--- src/hdl/tspat_pkg.sv ---
`timescale 1ns / 1ps
// shared constants and types for the pat section parser
// no dependencies
package tspat_pkg;

  localparam logic [1:0] PH_IDLE   = 2'd0;
  localparam logic [1:0] PH_HEADER = 2'd1;
  localparam logic [1:0] PH_BODY   = 2'd2;
  localparam logic [1:0] PH_SKIP   = 2'd3;

  localparam logic [1:0] ST_OK  = 2'd0;
  localparam logic [1:0] ST_REG = 2'd1;
  localparam logic [1:0] ST_BAD = 2'd2;

  localparam logic       KIND_BYTE   = 1'b0;
  localparam logic       KIND_FORGET = 1'b1;
  localparam logic [5:0] NO_VERSION  = 6'h3f;
  localparam logic [7:0] PAT_TABLE_ID = 8'h00;
  localparam logic [11:0] LEN_MIN    = 12'd5;
  localparam logic [11:0] LEN_MAX    = 12'd1021;

  typedef struct packed {
    logic       kind;
    logic       section_start;
    logic [7:0] data_byte;
  } item_t;

  typedef struct packed {
    logic [1:0]  status;
    logic [15:0] program_number;
    logic [12:0] pmt_pid;
    logic [4:0]  table_version;
  } res_t;

endpackage

--- src/hdl/tspat_core.sv ---
`timescale 1ns / 1ps
// parse state and per-byte update logic for one section byte or forget request
// depends on tspat_pkg
module tspat_core (
  input  logic            clk,
  input  logic            rst_n,
  input  logic            fire,
  input  tspat_pkg::item_t item,
  output logic            res_valid,
  output tspat_pkg::res_t res
);

  logic [5:0]  stored_ver_r, stored_ver_nxt;
  logic [9:0]  pos_r, pos_nxt;
  logic [9:0]  body_len_r, body_len_nxt;
  logic [1:0]  phase_r, phase_nxt;
  logic [23:0] hdr_r, hdr_nxt;
  logic [7:0]  entry_cnt_r, entry_cnt_nxt;
  logic [15:0] first_prog_r, first_prog_nxt;
  logic [12:0] first_pid_r, first_pid_nxt;

  logic [11:0] sec_len;
  logic [4:0]  cur_ver;
  logic        hdr_ok;
  logic [7:0]  b;

  assign b       = item.data_byte;
  assign sec_len = {hdr_r[11:8], b};
  assign cur_ver = hdr_r[5:1];
  assign hdr_ok  = (hdr_r[23:16] == tspat_pkg::PAT_TABLE_ID) && hdr_r[15] && !hdr_r[14]
                   && (body_len_r[1:0] == 2'd0) && (body_len_r[9:2] != 8'd0);

  always_comb begin
    stored_ver_nxt = stored_ver_r;
    pos_nxt        = pos_r;
    body_len_nxt   = body_len_r;
    phase_nxt      = phase_r;
    hdr_nxt        = hdr_r;
    entry_cnt_nxt  = entry_cnt_r;
    first_prog_nxt = first_prog_r;
    first_pid_nxt  = first_pid_r;
    res_valid      = 1'b0;
    res            = '0;

    if (item.kind != tspat_pkg::KIND_BYTE) begin
      stored_ver_nxt = tspat_pkg::NO_VERSION;
    end else if (item.section_start) begin
      if ((phase_r == tspat_pkg::PH_HEADER) || (phase_r == tspat_pkg::PH_BODY)) begin
        res_valid = 1'b1;
        res.status = tspat_pkg::ST_BAD;
        if ((phase_r == tspat_pkg::PH_BODY) || (pos_r > 10'd5)) begin
          res.table_version = cur_ver;
        end
      end
      phase_nxt      = tspat_pkg::PH_HEADER;
      hdr_nxt        = {b, 16'd0};
      pos_nxt        = 10'd1;
      body_len_nxt   = '0;
      entry_cnt_nxt  = '0;
      first_prog_nxt = '0;
      first_pid_nxt  = '0;
    end else if (phase_r == tspat_pkg::PH_HEADER) begin
      pos_nxt = 10'(pos_r + 10'd1);
      priority if (pos_r == 10'd1) begin
        hdr_nxt[15:8] = b;
      end else if (pos_r == 10'd2) begin
        hdr_nxt[7:0] = b;
        if ((sec_len < tspat_pkg::LEN_MIN) || (sec_len > tspat_pkg::LEN_MAX)) begin
          res_valid  = 1'b1;
          res.status = tspat_pkg::ST_BAD;
          phase_nxt  = tspat_pkg::PH_SKIP;
          pos_nxt    = pos_r;
        end else begin
          body_len_nxt = 10'(sec_len - tspat_pkg::LEN_MIN);
        end
      end else if (pos_r == 10'd5) begin
        hdr_nxt[7:0] = b;
      end else if (pos_r == 10'd7) begin
        if (!hdr_ok) begin
          res_valid         = 1'b1;
          res.status        = tspat_pkg::ST_BAD;
          res.table_version = cur_ver;
          phase_nxt         = tspat_pkg::PH_SKIP;
          pos_nxt           = pos_r;
        end else begin
          entry_cnt_nxt = 8'((body_len_r - 10'd4) >> 2);
          phase_nxt     = tspat_pkg::PH_BODY;
        end
      end else begin
      end
    end else if (phase_r == tspat_pkg::PH_BODY) begin
      // first program entry occupies bytes 8..11 when the body holds one
      if ((pos_r[9:2] == 8'd2) && (body_len_r[9:3] != 7'd0)) begin
        unique case (pos_r[1:0])
          2'd0: first_prog_nxt[15:8] = b;
          2'd1: first_prog_nxt[7:0]  = b;
          2'd2: first_pid_nxt        = {b[4:0], 8'd0};
          default: first_pid_nxt[7:0] = b;
        endcase
      end
      if (pos_r == 10'(body_len_r + 10'd7)) begin
        phase_nxt         = tspat_pkg::PH_IDLE;
        pos_nxt           = '0;
        res_valid         = 1'b1;
        res.table_version = cur_ver;
        if (!hdr_r[0] || ({1'b0, cur_ver} == stored_ver_r)) begin
          res.status = tspat_pkg::ST_OK;
        end else if (entry_cnt_r > 8'd1) begin
          res.status = tspat_pkg::ST_BAD;
        end else begin
          stored_ver_nxt = {1'b0, cur_ver};
          if ((entry_cnt_r == 8'd1) && (first_prog_r != 16'd0)) begin
            res.status         = tspat_pkg::ST_REG;
            res.program_number = first_prog_r;
            res.pmt_pid        = first_pid_r;
          end else begin
            res.status = tspat_pkg::ST_OK;
          end
        end
      end else begin
        pos_nxt = 10'(pos_r + 10'd1);
      end
    end else begin
    end
  end

  always_ff @(posedge clk) begin
    if (!rst_n) begin
      stored_ver_r <= tspat_pkg::NO_VERSION;
      pos_r        <= '0;
      body_len_r   <= '0;
      phase_r      <= tspat_pkg::PH_IDLE;
      hdr_r        <= '0;
      entry_cnt_r  <= '0;
      first_prog_r <= '0;
      first_pid_r  <= '0;
    end else if (fire) begin
      stored_ver_r <= stored_ver_nxt;
      pos_r        <= pos_nxt;
      body_len_r   <= body_len_nxt;
      phase_r      <= phase_nxt;
      hdr_r        <= hdr_nxt;
      entry_cnt_r  <= entry_cnt_nxt;
      first_prog_r <= first_prog_nxt;
      first_pid_r  <= first_pid_nxt;
    end
  end

endmodule

--- src/hdl/ts_pat_section_parser.sv ---
`timescale 1ns / 1ps
// throughput: one request per cycle while the output register is empty or out_stall is
// low; else in_stall rises and the input register and the parse state hold
// reset: synchronous active-low rst_n clears valids, parse state and stored version
// top level: input register, tspat_core, output register; depends on tspat_pkg
module ts_pat_section_parser (
  input  logic        clk,
  input  logic        rst_n,
  input  logic        in_valid,
  output logic        in_stall,
  input  logic        in_kind,
  input  logic        in_section_start,
  input  logic [7:0]  in_data_byte,
  output logic        out_valid,
  input  logic        out_stall,
  output logic [1:0]  out_status,
  output logic [15:0] out_program_number,
  output logic [12:0] out_pmt_pid,
  output logic [4:0]  out_table_version
);

  logic             s1_valid_r;
  tspat_pkg::item_t s1_item_r;
  logic             out_valid_r;
  tspat_pkg::res_t  out_res_r;

  logic             adv;
  logic             fire;
  logic             res_valid;
  tspat_pkg::res_t  res;

  assign adv      = !out_valid_r || !out_stall;
  assign fire     = s1_valid_r && adv;
  assign in_stall = s1_valid_r && !adv;

  always_ff @(posedge clk) begin
    if (!rst_n) begin
      s1_valid_r <= 1'b0;
    end else if (!in_stall) begin
      s1_valid_r <= in_valid;
    end
  end

  always_ff @(posedge clk) begin
    if (!in_stall) begin
      s1_item_r <= '{kind: in_kind, section_start: in_section_start,
                     data_byte: in_data_byte};
    end
  end

  tspat_core u_core (
    .clk       (clk),
    .rst_n     (rst_n),
    .fire      (fire),
    .item      (s1_item_r),
    .res_valid (res_valid),
    .res       (res)
  );

  always_ff @(posedge clk) begin
    if (!rst_n) begin
      out_valid_r <= 1'b0;
    end else if (adv) begin
      out_valid_r <= fire && res_valid;
    end
  end

  always_ff @(posedge clk) begin
    if (fire && res_valid) begin
      out_res_r <= res;
    end
  end

  assign out_valid          = out_valid_r;
  assign out_status         = out_res_r.status;
  assign out_program_number = out_res_r.program_number;
  assign out_pmt_pid        = out_res_r.pmt_pid;
  assign out_table_version  = out_res_r.table_version;

endmodule
--- config.mk ---
export PLATFORM = sky130hd
export DESIGN_NAME = ts_pat_section_parser
export DESIGN_NICKNAME = d
export VERILOG_FILES = /design/src/hdl/tspat_pkg.sv /design/src/hdl/tspat_core.sv /design/src/hdl/ts_pat_section_parser.sv
export SDC_FILE = /design/constraint.sdc
export NUM_CORES = 1
export LEC_CHECK = 0
export BUFFER_PORTS_ARGS = -buffer_cell sky130_fd_sc_hd__clkbuf_2
export CORE_MARGIN = 2
export CORE_UTILIZATION = 45
export CTS_CLUSTER_DIAMETER = 120
export DETAILED_ROUTE_END_ITERATION = 8
export PLACE_DENSITY = 0.66
export REMOVE_ABC_BUFFERS = 1
export SYNTH_ARGS = -nofsm -noshare
export SYNTH_HDL_FRONTEND = slang
export SYNTH_SLANG_ARGS = --single-unit
export TNS_END_PERCENT = 20
--- constraint.sdc ---
create_clock -name clk -period 9.3 [get_ports clk]
set_input_delay 0.93 -clock clk [delete_from_list [all_inputs] [get_ports clk]]
set_output_delay 0.93 -clock clk [all_outputs]
set_load 0.01 [all_outputs]
==> results of run 1 <==
cell type report:
| cell class | instances | area (µm²) | share of cell area [%] |
|---|---|---|---|
| Tap cell | 180 | 225.2 | 3.060 |
| Sequential cell | 133 | 3123 | 42.43 |
| Timing Repair Buffer | 53 | 270.3 | 3.672 |
| Inverter | 17 | 63.81 | 0.8671 |
| Multi-Input combinational cell | 467 | 3124 | 42.45 |
| Clock inverter | 13 | 100.1 | 1.360 |
| Clock buffer | 19 | 452.9 | 6.154 |
cell families (layout without fill, tap and decap cells):
| family | Yosys count | after routing | synth area share, % |
|---|---|---|---|
| AOI/OAI and AO/OA | 83 | 83 | 9.697 |
| DFF | 133 | 133 | 48.12 |
| adders and majority gates | 13 | 13 | 2.506 |
| and+or+nand+nor | 285 | 285 | 22.92 |
| xor gates and xnor gates | 31 | 31 | 4.415 |
| buffers and inverters | 59 | 102 | 3.856 |
| muxes | 55 | 55 | 8.483 |
sequential cells by signal (all words and copies together), names as in the netlist, 5 cells and up:
register and cells:
u_core.entry_cnt_r 8, out_pmt_pid 13, s1_item_r 10, u_core.stored_ver_r 6, u_core.first_prog_r 16, u_core.pos_r 10
out_program_number 16, u_core.first_pid_r 13, u_core.hdr_r 20, out_table_version 5, u_core.body_len_r 10
through the flow:
| step | cell area (µm²) | setup WS (ps) | hold WS [ps] | util, % | std cells |
|---|---|---|---|---|---|
| floorplan | 6304 | 5108 | 427.3 | - | 617 |
| global placement | 6807 | 5670 | 443.7 | 48.66 | 850 |
| detailed placement | 6807 | 5533 | 441.7 | 48.66 | 850 |
| CTS | 7360 | 5497 | 450.8 | 52.61 | 882 |
| global route | 7360 | 5126 | 470.5 | 52.61 | 882 |
| finish | 7360 | 5472 | 447.2 | 52.61 | 882 |
synthesized netlist by cell type (all sizes together) (6+ instances only):
library cell / instances / area, µm²
nor2: 110 / 415.4
dfxtp: 87 / 1742
edfxtp: 46 / 1381
o31ai: 8 / 65.06
a22oi: 7 / 52.55
xnor2: 24 / 210.2
inv: 17 / 63.81
a21oi: 19 / 98.85
nor3: 20 / 110.1
ha: 13 / 162.7
and2: 31 / 193.9
mux2i: 55 / 550.5
nand4: 7 / 43.79
nor2b: 15 / 93.84
xor2: 6 / 52.55
nor4: 12 / 75.07
and3: 7 / 43.79
o21ai: 13 / 68.81
nand3: 14 / 70.07
nor4b: 12 / 111.4
buf: 18 / 96.34
nand2: 27 / 101.4
or3: 7 / 43.79
clkbuf: 24 / 90.09
power by group:
group / internal, mW / total, mW / switching [mW]
registers: 0.607 / 0.618 / 0.0108
logic: 0.0247 / 0.0686 / 0.0439
clock network: 0.358 / 0.616 / 0.259
worst reg2reg max path, cell delays in order, from the launching register on:
cell                        delay, ps
sky130_fd_sc_hd__dfxtp_1          590
sky130_fd_sc_hd__inv_1            160
sky130_fd_sc_hd__ha_1             220
sky130_fd_sc_hd__and2b_1          200
sky130_fd_sc_hd__nor4b_1          260
sky130_fd_sc_hd__o2111ai_1        150
sky130_fd_sc_hd__a311o_1          480
sky130_fd_sc_hd__nor3_2           600
sky130_fd_sc_hd__and4b_1          790
sky130_fd_sc_hd__and2_1           250
routing by layer:
metal | vias to the layer above | routed length (µm) | track usage (%)
li1 | 2384 | - | -
met1 | 2285 | 6405 | 24.26
met2 | 126 | 6446 | 30.91
met3 | 27 | 604 | 4.853
met4 | 0 | 474 | 10.11
met5 | - | 0 | 0
worst max-delay path by stage:
stage                        endpoint  slack [ps]  depth (start not counted)
2_1_floorplan          out_pmt_pid[0]        5110                          9
3_3_place_gp   out_program_number[15]        5670                          9
4_1_cts                out_pmt_pid[4]        5500                          9
6_report               out_pmt_pid[4]        5470                          9
3_5_place_dp           out_pmt_pid[4]        5530                          9
5_1_grt                out_pmt_pid[4]        5130                          9
==> qor.json, run 1 <==
{
  "area.growth.synth_to_final": {"value": 13.40, "unit": "%"},
  "power-per-cell-area": {"value": 177.1, "unit": "nW/µm²"},
  "tritoncts": {"value": "done"},
  "tritoncts_num_sinks": {"value": 133},
  "ir_worst_vdd": {"value": 0.0001012, "unit": "V"},
  "grt_util_all_layers": {"value": 19.39, "unit": "%"},
  "drive_above_1_share": {"value": 14.81, "unit": "%"},
  "leakage": {"value": 2.782, "unit": "nW"},
  "critical_path_class": {"value": "flop to flop"},
  "timing.hold.worst_path_depth": {"value": 2},
  "chipHeight": {"value": 124.1, "unit": "µm"},
  "grt_pass1_wl": {"value": 22880, "unit": "µm"},
  "floorplan.initialDensity": {"value": 46.40, "unit": "%"},
  "critPathArrivalTime": {"value": 4110, "unit": "ps"},
  "r2r-end": {"value": "out_pmt_pid[4]"},
  "port-buffer-count": {"value": 51},
  "post-layout-total-power": {"value": 1.303, "unit": "mW"},
  "period_needed": {"value": 3828, "unit": "ps"},
  "core_area": {"value": 13990, "unit": "µm²"},
  "drt_pass1_iterations": {"value": 5},
  "post-dp-hpwl": {"value": 9758, "unit": "µm"},
  "detailroute.via_count": {"value": 4822},
  "grt_start_max_net_pins": {"value": 73},
  "clock_root_buffer": {"value": "sky130_fd_sc_hd__clkbuf_16"},
  "cts_max_path_buffers": {"value": 2},
  "postSynthAreaPerCell": {"value": 9.848, "unit": "µm²"},
  "min_to": {"value": "u_core.first_pid_r[7]"},
  "die_span_x": {"value": 124.1, "unit": "µm"},
  "mappedNetlistArea": {"value": 6490, "unit": "µm²"},
  "yosys.cell_types.count": {"value": 66},
  "hold_class": {"value": "flop to flop"},
  "worst_pin_slew": {"value": 1216, "unit": "ps"},
  "synth.yosys.seq_area_share": {"value": 48.12, "unit": "%"},
  "cts_resized": {"value": 0},
  "critical-path-max-stage-delay": {"value": 790, "unit": "ps"},
  "worst_setup_path_start_kind": {"value": "flop"},
  "crit_path_start": {"value": "u_core.body_len_r[2]"},
  "commonest_non_fill_non_tap_cell_in_the_layout": {"value": "sky130_fd_sc_hd__nor2_1"},
  "wl_per_cell": {"value": 15.79, "unit": "µm"},
  "rrSetupSlack": {"value": 5470, "unit": "ps"},
  "worst-endpoint-required": {"value": 9580, "unit": "ps"},
  "drt.antenna.violating_nets": {"value": 0},
  "synth_cells": {"value": 659},
  "cp.buffers_inverters": {"value": 1},
  "finalSetupViolCount": {"value": 0},
  "r2r_start": {"value": "u_core.body_len_r[2]"},
  "first_global_vias": {"value": 4549},
  "drc_errors": {"value": 0},
  "placement_rows": {"value": 43},
  "critPathCaptureType": {"value": "flop"},
  "tns": {"value": 0, "unit": "ps"},
  "gp_congestion": {"value": 0.8516},
  "cts.repair_timing.setup_buffer_count": {"value": 0},
  "fmax": {"value": 0.2612, "unit": "GHz"},
  "timing.slew.headroom": {"value": 18.97, "unit": "%"},
  "ys_seq_elements": {"value": 133},
  "finalCritPeriodShare": {"value": 41.16, "unit": "%"},
  "holdBufCountCts": {"value": 0},
  "status": {"value": "finished clean"},
  "path_cells": {"value": "inv_1, ha_1, and2b_1, nor4b_1, o2111ai_1, a311o_1, nor3_2, and4b_1, and2_1"},
  "cts.htree.levels": {"value": 4},
  "grt_setup_unrepaired": {"value": "false"},
  "timing.critical_path.fanout_max": {"value": 30},
  "final-hold-violation-count": {"value": 0},
  "drt_first_iter_violations": {"value": 348},
  "number_of_max_slew_violations_in_the_final_report": {"value": 0},
  "yosys_warnings": {"value": 0},
  "worst_min_delay_path_startpoint": {"value": "u_core.first_pid_r[7]"},
  "path_delay_family": {"value": "simple AND/OR/NAND/NOR gates"},
  "final_cell_mix": {"value": "sky130_fd_sc_hd__nor2_1, sky130_fd_sc_hd__dfxtp_1, sky130_fd_sc_hd__mux2i_1"},
  "grt_remaining_overflow": {"value": 0},
  "n_antenna_cell": {"value": 0},
  "async_flop_share": {"value": 0, "unit": "%"},
  "number_of_antenna_violations_at_the_first_check_in_global_routing": {"value": 0},
  "boundaryPins": {"value": 52},
  "design.final.nets": {"value": 716},
  "routed_wl": {"value": 13930, "unit": "µm"},
  "clock_latency": {"value": 420, "unit": "ps"},
  "worst_setup_hold_path_clk_slew": {"value": 60, "unit": "ps"},
  "maxCapViolations": {"value": 0},
  "slowest_stage_cell_cp": {"value": "sky130_fd_sc_hd__and4b_1"},
  "avg_vias_per_cell": {"value": 5.467},
  "nFillCells": {"value": 1265},
  "reg2reg_depth": {"value": 9},
  "synth-main-ff-cell": {"value": "sky130_fd_sc_hd__dfxtp_1"},
  "synth_enable_flop_cells": {"value": 46},
  "design.die.area": {"value": 15400, "unit": "µm²"},
  "worst_clock_skew": {"value": 8.540, "unit": "ps"},
  "cts-buffers-inserted": {"value": 17}
}
No activity file was read; power rests on OpenSTA's default activity.
==> run 2, diff against run 1 <==
- PLACE_DENSITY: 0.66 -> 0.68
- clock period: 9.3 -> 3.1 ns (I/O delays scaled with it)
==> run 2 against run 1 <==
  * Combinational power grew to 3.4 times the previous value
  * Hold slack lost 380 ps
  * Sequential cell count did not move
  * Total power grew to 3.1 times the previous value
  * Wire length increased by 1.7%
  * Critical path depth unchanged
  * Via count is 2.6% higher
  * Sequential power increased to 3.0 times the previous value
  * Non-clock buffer count up 25
  * Largest cell class unchanged
==> qor.json, run 2 (synthesis results as in run 1) <==
{
  "placement_rows": {"value": 43},
  "path_delay_family": {"value": "simple AND/OR/NAND/NOR gates"},
  "tritoncts_num_sinks": {"value": 133},
  "cts.htree.levels": {"value": 4},
  "cp.buffers_inverters": {"value": 1},
  "worst_setup_path_start_kind": {"value": "flop"},
  "crit_path_frequent_cell": {"value": "sky130_fd_sc_hd__nor2_1"},
  "critPathCaptureType": {"value": "flop"},
  "post_route_setup_slack": {"value": 164.7, "unit": "ps"},
  "floorplan.initialDensity": {"value": 46.40, "unit": "%"},
  "hold_ws": {"value": 69.78, "unit": "ps"},
  "grt_start_max_net_pins": {"value": 37},
  "post-dp-hpwl": {"value": 10190, "unit": "µm"},
  "post-layout-total-power": {"value": 4.041, "unit": "mW"},
  "leakage": {"value": 2.937, "unit": "nW"},
  "intPower": {"value": 3.105, "unit": "mW"},
  "final-hold-violation-count": {"value": 0},
  "pre_cts_slack": {"value": 138.0, "unit": "ps"},
  "finalSetupViolCount": {"value": 0},
  "critPathArrivalTime": {"value": 3050, "unit": "ps"},
  "drive_above_1_share": {"value": 17.88, "unit": "%"},
  "number_of_antenna_violations_at_the_first_check_in_global_routing": {"value": 0},
  "clock_latency": {"value": 420, "unit": "ps"},
  "design.final.nets": {"value": 741},
  "avg_vias_per_cell": {"value": 5.455},
  "tns": {"value": 0, "unit": "ps"},
  "worst-endpoint-required": {"value": 3210, "unit": "ps"},
  "ir_worst_vdd": {"value": 0.0003178, "unit": "V"},
  "finalCritPeriodShare": {"value": 94.69, "unit": "%"},
  "regMostFlops": {"value": "u_core.hdr_r"},
  "boundaryPins": {"value": 52},
  "grt_pass1_wl": {"value": 23080, "unit": "µm"},
  "maxCapViolations": {"value": 0},
  "gp_congestion": {"value": 0.8701},
  "drt_pass1_iterations": {"value": 5},
  "timing.slew.headroom": {"value": 26.61, "unit": "%"},
  "grt_setup_unrepaired": {"value": "false"},
  "hold_class": {"value": "input port to flop"},
  "cts_max_path_buffers": {"value": 2},
  "final_cell_mix": {"value": "sky130_fd_sc_hd__nor2_1, sky130_fd_sc_hd__dfxtp_1, sky130_fd_sc_hd__mux2i_1"},
  "timing.critical_path.fanout_max": {"value": 36},
  "cts-buffers-inserted": {"value": 17},
  "area.growth.synth_to_final": {"value": 17.35, "unit": "%"},
  "status": {"value": "finished clean"},
  "critical_path_class": {"value": "flop to flop"},
  "port-buffer-count": {"value": 51},
  "commonest_non_fill_non_tap_cell_in_the_layout": {"value": "sky130_fd_sc_hd__nor2_1"},
  "period_needed": {"value": 2935, "unit": "ps"},
  "seq_power_share": {"value": 45.6, "unit": "%"},
  "tritoncts": {"value": "done"},
  "total_switching_power": {"value": 0.9358, "unit": "mW"},
  "number_of_max_slew_violations_in_the_final_report": {"value": 0},
  "worst_clock_skew": {"value": 8.652, "unit": "ps"},
  "grt_util_all_layers": {"value": 19.63, "unit": "%"},
  "design.die.area": {"value": 15400, "unit": "µm²"},
  "first_global_vias": {"value": 4658},
  "core_area": {"value": 13990, "unit": "µm²"},
  "drt.antenna.violating_nets": {"value": 0},
  "power.switching_fraction": {"value": 23.16, "unit": "%"},
  "clock_root_buffer": {"value": "sky130_fd_sc_hd__clkbuf_16"},
  "largest_reg_flops": {"value": 20},
  "share_comb_of_total_power": {"value": 5.8, "unit": "%"},
  "detailroute.via_count": {"value": 4948},
  "die_span_x": {"value": 124.1, "unit": "µm"},
  "layout.cells.non_filler": {"value": 907},
  "drc_errors": {"value": 0},
  "n_antenna_cell": {"value": 0},
  "worst_setup_hold_path_clk_slew": {"value": 60, "unit": "ps"},
  "routed_wl": {"value": 14170, "unit": "µm"},
  "grt_remaining_overflow": {"value": 0},
  "fmax": {"value": 0.3407, "unit": "GHz"},
  "wl_per_cell": {"value": 15.62, "unit": "µm"},
  "path_cells": {"value": "ha_1, and2b_1, nor2_1, or4_1, a311o_1, nor2_1, a21oi_1, nor2_4, buf_12"},
  "slowest_stage_cell_cp": {"value": "sky130_fd_sc_hd__dfxtp_1"},
  "worst_pin_slew": {"value": 1099, "unit": "ps"},
  "chipHeight": {"value": 124.1, "unit": "µm"},
  "clkPwrFrac": {"value": 48.6, "unit": "%"},
  "critical-path-max-stage-delay": {"value": 530, "unit": "ps"},
  "placed_cells": {"value": 874},
  "power-per-cell-area": {"value": 530.6, "unit": "nW/µm²"},
  "drt_first_iter_violations": {"value": 362}
}
run 2: changes by cell type in the layout (fill, tap and decap cells not counted), sizes merged:
| cell | before | now |
|---|---|---|
| buf | 2 | 27 |
| bufinv | 0 | 2 |
| clkinvlp | 4 | 1 |
| clkinv | 5 | 6 |
run 2: worst register-to-register path: cells and delay by family (launching register included):
| family | cells | cell delay, ps |
|---|---|---|
| and+or+nand+nor | 5 | 1160 |
| DFF | 1 | 530 |
| buffers and inverters | 1 | 210 |
| AOI/OAI and AO/OA | 2 | 500 |
| adders and majority gates | 1 | 210 |
run 2: worst paths after layout:
path,startpoint,endpoint,slack [ps],depth (start not counted)
setup / recovery,u_core.body_len_r[3],out_program_number[1],160,9
hold / removal,in_data_byte[1],s1_item_r[1],70,1
setup reg to reg,u_core.body_len_r[3],out_program_number[1],160,9
hold reg to reg,u_core.first_pid_r[5],u_core.first_pid_r[5],450,2
run 2: power groups by stage:
stage | sequential (mW) | combinational (mW) | clock [mW]
6_report | 1.84 | 0.233 | 1.96
5_1_grt | 1.85 | 0.255 | 2.09
4_1_cts | 1.84 | 0.231 | 2.00
3_5_place_dp | 1.88 | 0.229 | 0
3_3_place_gp | 1.88 | 0.224 | 0
2_1_floorplan | 1.89 | 0.138 | 0
run 2: repair_timing:
| action | in CTS | in global routing |
|---|---|---|
| gates resized for setup | 0 | 3 |
| setup buffers | 0 | 1 |
| hold endpoints to repair | 0 | 0 |
| hold buffers | 0 | 0 |
| setup endpoints to repair | 0 | 80 |
run 2: area by class of cell:
| cell class | instances | area (µm²) |
|---|---|---|
| clock buffers | 19 | 432.9 |
| inverters | 17 | 63.81 |
| repair buffers | 78 | 483.0 |
| flip-flops and latches | 133 | 3124 |
| fillers | 1227 | 6372 |
| multi-input cells | 467 | 3137 |
| well taps | 180 | 225.2 |
| clock inverters | 13 | 150.1 |
run 2: stage by stage:
stage	util [%]	cell area, µm²
floorplan	-	6304
global placement	50.13	7012
detailed placement	50.13	7012
CTS	54.29	7595
global route	54.45	7616
finish	54.45	7616
run 2: per-layer routing:
metal / up-vias / track usage, % / routed length (µm)
met5: - / 0 / 0
met4: 0 / 9.902 / 473
met3: 32 / 4.212 / 697
met2: 152 / 32.72 / 6834
met1: 2326 / 23.94 / 6159
li1: 2438 / - / -
